## src/hw/rtl/sfcp_pkg.sv

```systemverilog
// Types and constants of the sensor frame checksum parser.
// No dependencies; imported by every module of the block but sfcp_checker.
`default_nettype none

package sfcp_pkg;

    localparam int unsigned BYTE_W = 8;
    localparam int unsigned POS_W  = 4;
    localparam int unsigned CONC_W = 16;

    localparam logic [POS_W-1:0] POS_HUNT   = 4'd0;
    localparam logic [POS_W-1:0] POS_FIRST  = 4'd1;
    localparam logic [POS_W-1:0] POS_DIGITS = 4'd3;
    localparam logic [POS_W-1:0] POS_HIGH   = 4'd4;
    localparam logic [POS_W-1:0] POS_LOW    = 4'd5;
    localparam logic [POS_W-1:0] POS_CHECK  = 4'd8;

    localparam logic [BYTE_W-1:0] START_BYTE_RESET = 8'hFF;

    localparam logic STATUS_OK       = 1'b0;
    localparam logic STATUS_MISMATCH = 1'b1;

    typedef struct packed {
        logic [CONC_W-1:0] concentration;
        logic [BYTE_W-1:0] decimal_digits;
        logic              frame_status;
    } sfcp_result_t;

endpackage

`default_nettype wire

```

## src/hw/rtl/sfcp_in_reg.sv

```systemverilog
// Input register of the parser: holds one received byte until it is consumed.
// Depends on sfcp_pkg.
`default_nettype none

module sfcp_in_reg
    import sfcp_pkg::*;
(
    input  wire logic              aclk,
    input  wire logic              aresetn,
    input  wire logic              s_tvalid,
    output logic                   s_tready,
    input  wire logic [BYTE_W-1:0] s_byte,
    input  wire logic              downstream_ready,
    output logic                   byte_valid,
    output logic [BYTE_W-1:0]      byte_data
);

    logic              valid_reg;
    logic              valid_next;
    logic [BYTE_W-1:0] data_reg;

    // A held byte leaves whenever the output side can take a result.
    assign s_tready   = !valid_reg || downstream_ready;
    assign byte_valid = valid_reg && downstream_ready;
    assign byte_data  = data_reg;

    always_comb begin
        valid_next = valid_reg;
        if (s_tready) begin
            valid_next = s_tvalid;
        end
    end

    always_ff @(posedge aclk) begin
        if (!aresetn) begin
            valid_reg <= 1'b0;
        end else begin
            valid_reg <= valid_next;
        end
    end

    always_ff @(posedge aclk) begin
        if (s_tvalid && s_tready) begin
            data_reg <= s_byte;
        end
    end

endmodule

`default_nettype wire

```

## src/hw/rtl/sfcp_frame_parser.sv

```systemverilog
// Frame tracker: byte position, running checksum and held reading fields.
// Depends on sfcp_pkg.
`default_nettype none

module sfcp_frame_parser
    import sfcp_pkg::*;
(
    input  wire logic              aclk,
    input  wire logic              aresetn,
    input  wire logic [BYTE_W-1:0] start_byte,
    input  wire logic              byte_valid,
    input  wire logic [BYTE_W-1:0] byte_data,
    output logic                   res_valid,
    output sfcp_result_t           res
);

    logic [POS_W-1:0]  pos_reg;
    logic [POS_W-1:0]  pos_next;
    logic [BYTE_W-1:0] sum_reg;
    logic [BYTE_W-1:0] sum_next;
    logic [BYTE_W-1:0] digits_reg;
    logic [BYTE_W-1:0] high_reg;
    logic [BYTE_W-1:0] low_reg;
    logic              hunting;
    logic [BYTE_W-1:0] check_total;

    // Positions beyond the checksum byte behave as hunting.
    assign hunting     = (pos_reg == POS_HUNT) || (pos_reg > POS_CHECK);
    // The checksum matches when it is the negated sum, i.e. sum plus it wraps to zero.
    assign check_total = sum_reg + byte_data;

    assign res_valid            = byte_valid && !hunting && (pos_reg == POS_CHECK);
    assign res.concentration    = {high_reg, low_reg};
    assign res.decimal_digits   = digits_reg;
    assign res.frame_status     = (check_total == '0) ? STATUS_OK : STATUS_MISMATCH;

    always_comb begin
        pos_next = pos_reg;
        sum_next = sum_reg;
        if (byte_valid) begin
            if (hunting) begin
                if (byte_data == start_byte) begin
                    pos_next = POS_FIRST;
                    sum_next = '0;
                end else begin
                    pos_next = POS_HUNT;
                end
            end else if (pos_reg == POS_CHECK) begin
                pos_next = POS_HUNT;
            end else begin
                pos_next = pos_reg + POS_FIRST;
                sum_next = check_total;
            end
        end
    end

    always_ff @(posedge aclk) begin
        if (!aresetn) begin
            pos_reg <= POS_HUNT;
            sum_reg <= '0;
        end else begin
            pos_reg <= pos_next;
            sum_reg <= sum_next;
        end
    end

    always_ff @(posedge aclk) begin
        if (byte_valid) begin
            case (pos_reg)
                POS_DIGITS: digits_reg <= byte_data;
                POS_HIGH:   high_reg   <= byte_data;
                POS_LOW:    low_reg    <= byte_data;
                default:    ;
            endcase
        end
    end

endmodule

`default_nettype wire

```

## src/hw/rtl/sfcp_out_reg.sv

```systemverilog
// Result register of the parser, holding one finished frame result.
// Depends on sfcp_pkg.
`default_nettype none

module sfcp_out_reg
    import sfcp_pkg::*;
(
    input  wire logic         aclk,
    input  wire logic         aresetn,
    input  wire logic         load,
    input  wire sfcp_result_t load_res,
    output logic              can_accept,
    output logic              m_tvalid,
    input  wire logic         m_tready,
    output sfcp_result_t      m_res
);

    logic         valid_reg;
    logic         valid_next;
    sfcp_result_t res_reg;

    assign can_accept = !valid_reg || m_tready;
    assign m_tvalid   = valid_reg;
    assign m_res      = res_reg;

    always_comb begin
        valid_next = valid_reg;
        if (can_accept) begin
            valid_next = load;
        end
    end

    always_ff @(posedge aclk) begin
        if (!aresetn) begin
            valid_reg <= 1'b0;
        end else begin
            valid_reg <= valid_next;
        end
    end

    always_ff @(posedge aclk) begin
        if (can_accept && load) begin
            res_reg <= load_res;
        end
    end

endmodule

`default_nettype wire

```

## src/hw/rtl/sensor_frame_checksum_parser_top.sv

```systemverilog
// Timing: a byte is registered in the input register at its transfer, and its
// result, if any, is registered in the result register when that byte leaves the input register.
// Throughput: one byte per cycle; a stalled result output holds back the input.
// Reset: aresetn is synchronous and active low; the parser hunts for a start
// byte and the start byte register returns to 0xFF.
// Top level of the sensor frame checksum parser; uses sfcp_pkg and its submodules.
`default_nettype none

module sensor_frame_checksum_parser_top
    import sfcp_pkg::*;
(
    input  wire logic        aclk,
    input  wire logic        aresetn,
    // Start byte register write channel.
    input  wire logic        cfg_valid,
    output logic             cfg_ready,
    input  wire logic [7:0]  cfg_data,
    // Received bytes.
    input  wire logic        s_tvalid,
    output logic             s_tready,
    input  wire logic [7:0]  s_tdata,   // [7:0] rx_byte
    // Frame results.
    output logic             m_tvalid,
    input  wire logic        m_tready,
    output logic [23:0]      m_tdata,   // [15:0] concentration, [23:16] decimal_digits
    output logic [0:0]       m_tuser    // [0] frame_status
);

    logic [BYTE_W-1:0] start_byte_reg;
    logic              can_accept;
    logic              byte_valid;
    logic [BYTE_W-1:0] byte_data;
    logic              res_valid;
    sfcp_result_t      res;
    sfcp_result_t      m_res;

    assign cfg_ready = 1'b1;

    always_ff @(posedge aclk) begin
        if (!aresetn) begin
            start_byte_reg <= START_BYTE_RESET;
        end else if (cfg_valid && cfg_ready) begin
            start_byte_reg <= cfg_data;
        end
    end

    sfcp_in_reg u_in_reg (
        .aclk             (aclk),
        .aresetn          (aresetn),
        .s_tvalid         (s_tvalid),
        .s_tready         (s_tready),
        .s_byte           (s_tdata),
        .downstream_ready (can_accept),
        .byte_valid       (byte_valid),
        .byte_data        (byte_data)
    );

    sfcp_frame_parser u_parser (
        .aclk       (aclk),
        .aresetn    (aresetn),
        .start_byte (start_byte_reg),
        .byte_valid (byte_valid),
        .byte_data  (byte_data),
        .res_valid  (res_valid),
        .res        (res)
    );

    sfcp_out_reg u_out_reg (
        .aclk       (aclk),
        .aresetn    (aresetn),
        .load       (res_valid),
        .load_res   (res),
        .can_accept (can_accept),
        .m_tvalid   (m_tvalid),
        .m_tready   (m_tready),
        .m_res      (m_res)
    );

    assign m_tdata = {m_res.decimal_digits, m_res.concentration};
    assign m_tuser = m_res.frame_status;

endmodule

`default_nettype wire

```

## config.mk

```make
export PLATFORM = sky130hd
export DESIGN_NAME = sensor_frame_checksum_parser_top
export DESIGN_NICKNAME = d
export VERILOG_FILES = /design/src/hw/rtl/sfcp_pkg.sv /design/src/hw/rtl/sfcp_in_reg.sv /design/src/hw/rtl/sfcp_frame_parser.sv /design/src/hw/rtl/sfcp_out_reg.sv /design/src/hw/rtl/sensor_frame_checksum_parser_top.sv
export SDC_FILE = /design/constraint.sdc
export NUM_CORES = 1
export LEC_CHECK = 0
export BUFFER_PORTS_ARGS = -buffer_cell sky130_fd_sc_hd__buf_2
export CAP_MARGIN = 20
export CORE_ASPECT_RATIO = 0.8
export CORE_MARGIN = 10
export CORE_UTILIZATION = 55
export DETAILED_ROUTE_END_ITERATION = 6
export GPL_TIMING_DRIVEN = 1
export PLACE_DENSITY_LB_ADDON = 0.08
export SLEW_MARGIN = 20
export SYNTH_ARGS = -nofsm -noshare
export SYNTH_HDL_FRONTEND = slang
export SYNTH_HIERARCHICAL = 1
export SYNTH_SLANG_ARGS = --single-unit
```

## constraint.sdc

```tcl
create_clock -name aclk -period 2.7 [get_ports aclk]
set_input_delay 0.135 -clock aclk [delete_from_list [all_inputs] [get_ports aclk]]
set_output_delay 0.135 -clock aclk [all_outputs]
set_load 0.01 [all_outputs]
```

==> impl_metrics.tcl <==
set metrics [dict create \
    cts_setup_buffers 0 \
    synth_top_family_by_area "simple AND/OR/NAND/NOR gates" \
    critical_path.top_delay_family "adder cells" \
    vdd_drop_max_mv 0.352 \
    grt_use_total 0.134 \
    drt-pass1-iter-count 4 \
    yosysSeqAreaShare 0.696 \
    muxShareOfSynthArea 0.0259 \
    hold_violations 0 \
    multi_input_area_um2 890 \
    ys_ff_latch 79 \
    cts-root-buf "clkbuf_8" \
    drv_cap 0 \
    cp.required_ps 2780 \
    crit_buf_inv 0 \
    clock.fmax_mhz 440 \
    yosysWarnings 6 \
    via_count 1805 \
    wire_per_inst_um 16.4 \
    largest_register_ffs 25 \
    die_area_um2 9040 \
    p_clk_frac 0.417 \
    antenna_left 0 \
    max_stage_delay_ps 460 \
    cp_max_fo 5 \
    clock_sinks 79 \
    routabilityCongestion 0.810 \
    clk_latency_ps 350 \
    swShare 0.199 \
    htreeDepth 3 \
    tns_ps 0 \
    viasPerCell 5.13 \
    syn_inst 202 \
    cts_buffers 9 \
    total_power_uw 2490 \
    worstSetupPathType "reg2reg" \
    clock_skew_ps 6.47 \
    worstPathArrival_ps 2360 \
    power_switching_uw 495 \
    grt_pass1_wl_mm 9.43 \
    io_buffers 47 \
    finalSetupViolCount 0 \
    synth_top_area_cell "edfxtp_1" \
    power_frac_comb 0.044 \
    finalCriticalPeriod_ps 2270 \
    post-dp-hpwl_mm 3.85 \
    antenna_found_initial 0 \
    dp_worst_setup_slack_ps 476 \
    seqPwrFrac 0.539 \
    synth_xor_area_frac 0.0396 \
    yosys-top-cells-area "edfxtp_1 (55%), dfxtp_1 (14%), ha_1 (4.0%)" \
    drc_errors 0 \
    overflow 0 \
    routed.top_layer "met4" \
    io-pin-count 49 \
    final_layout_size_suffix_gt1_frac 0.274 \
    netlist_area_um2 3090 \
    synth_compound_area_frac 0.0805 \
    synth_top_area_share 0.553 \
    initial_core_util 0.566 \
    drt-total-wl_mm 5.77 \
    num_rows 24 \
    hold_class "in2reg" \
    status "complete, no violations" \
    synth_flop_cell "edfxtp_1" \
    crit_path_start_kind "register" \
    seq_area_um2 2150 \
    clk_path_buf_depth 2 \
    crit_slowest_cell "edfxtp_1" \
    fillers 392 \
    end_kind "register" \
    syn_avg_cell_area_um2 15.3 \
    num_antenna_cells 0 \
    powerDensity_nw_per_um2 658 \
    dr_wl_met3_um 362 \
    cts_tree "done" \
    synthAdderAreaFrac 0.0469 \
    holdWs_ps 12.2 \
    async_flop_share 0 \
    yosys.area_share.simple 0.0934 \
    synth_edf_count 57 \
    drv_slew 0 \
    p_int_uw 1990 \
    dr_wl_met2_mm 2.74 \
    ys_types 51 \
    grt_pass1_vias 1804 \
    drtIter0Drc 88 \
    path_cells "ha_1 -> fa_1 -> xor2_1 -> or3_1 -> nor3_1 -> nand4_1" \
    nNetsFinal 301 \
    syn_nets 234 \
    wl_met1_mm 2.61 \
    clkTransAtPathRegs_ps 80 \
    die_w_um 104 \
    die_h_um 87.1 \
    grt_max_degree 26 \
    rsz0062_at_grt "no" \
    fin_crit_sh 0.842 \
    core_region_area_um2 5470 \
    synthToLayoutAreaGrowth_pct 22.2 \
    setup_slack_ps 426 \
    p_leak_uw 0.00145 \
]
==> metrics by stage <==
stage | util | instances | instance area [um^2]
floorplan | - | 202 | 3090
CTS | 0.692 | 352 | 3780
finish | 0.692 | 352 | 3780
detailed placement | 0.622 | 322 | 3400
global placement | 0.622 | 322 | 3400
global route | 0.692 | 352 | 3780
==> power groups by stage <==
| stage | combinational (uW) | clock (uW) | sequential (uW) |
|---|---|---|---|
| 2_1_floorplan | 67.6 | 0 | 1360 |
| 3_3_place_gp | 91.1 | 0 | 1370 |
| 3_5_place_dp | 91.6 | 0 | 1370 |
| 4_1_cts | 108 | 1060 | 1340 |
| 5_1_grt | 120 | 1110 | 1340 |
| 6_report | 110 | 1040 | 1340 |
==> metal layers <==
metal,track usage,vias up
met1,0.153,867
li1,-,889
met5,0,-
met4,0.0416,0
met2,0.228,42
met3,0.0562,7
==> cell usage in the layout, fill, tap and decap left out, drive strengths merged, types with 2 or more instances in the layout <==
cell	count
nor2	7
clkbuf	10
or2	2
nor3	2
mux2i	8
buf	47
ha	10
bufinv	3
o2bb2ai	2
dlygate4sd3	14
nand3	2
nand2	11
dfxtp	22
a21oi	3
a32o	5
o21ai	4
inv	7
a21boi	4
xnor2	11
edfxtp	57
xor2	3
and2	5
clkinv	2
nand4	4
nand2b	4
nor2b	3
and3	4
==> path summary, 6_finish.rpt <==
| path | startpoint | end | slack (ps) | depth (start not counted) |
|---|---|---|---|---|
| setup / recovery | u_in_reg/byte_data[0] | u_out_reg/m_res[0] | 430 | 6 |
| hold / removal | cfg_data[3] | start_byte_reg[3] | 10 | 3 |
| setup reg to reg | u_in_reg/byte_data[0] | u_out_reg/m_res[0] | 430 | 6 |
| hold reg to reg | u_parser/digits_reg[7] | u_out_reg/m_res[8] | 420 | 0 |
==> cell families (layout without fill, tap and decap cells) <==
| logic type | after synthesis | in the layout |
|---|---|---|
| XOR/XNOR | 14 | 14 |
| AO/OA/AOI/OAI | 30 | 30 |
| flip-flops | 79 | 79 |
| multiplexers | 8 | 8 |
| AND/OR/NAND/NOR | 48 | 48 |
| buffers and inverters | 11 | 83 |
| adder cells (fa/ha/maj) | 11 | 11 |
| other | 1 | 1 |
==> area by class of cell <==
type,count,area share
Clock buffer,10,0.0338
Clock inverter,6,0.0308
Inverter,6,0.00596
Multi-Input combinational cell,112,0.235
Sequential cell,79,0.569
Tap cell,78,0.0258
Timing Repair Buffer,61,0.0993
==> tightest hold or removal path, cell delays in order <==
cell and delay, ps:
buf_2 70, mux2i_1 60, nand2_1 60
==> what timing repair did <==
item	in CTS	in global routing
hold buffers	14	0
resized for setup	0	0
hold endpoints to repair	14	0
==> cell usage after synthesis, types with 2 or more instances <==
cell type / count
ha_1: 10
nor3_1: 2
nor2b_1: 3
xnor2_1: 11
nand4_1: 4
nand2_1: 11
dfxtp_1: 22
a21boi_2: 2
and3_1: 3
edfxtp_1: 57
and2_1: 2
nand2b_1: 2
a21boi_0: 2
clkbuf_1: 2
mux2i_1: 8
a32o_1: 5
nand2b_4: 2
o2bb2ai_1: 2
inv_1: 6
and2_4: 2
xor2_1: 3
a21oi_1: 3
o21ai_0: 4
nor2_1: 7
Note: power is estimated with default switching activity, not from simulation.
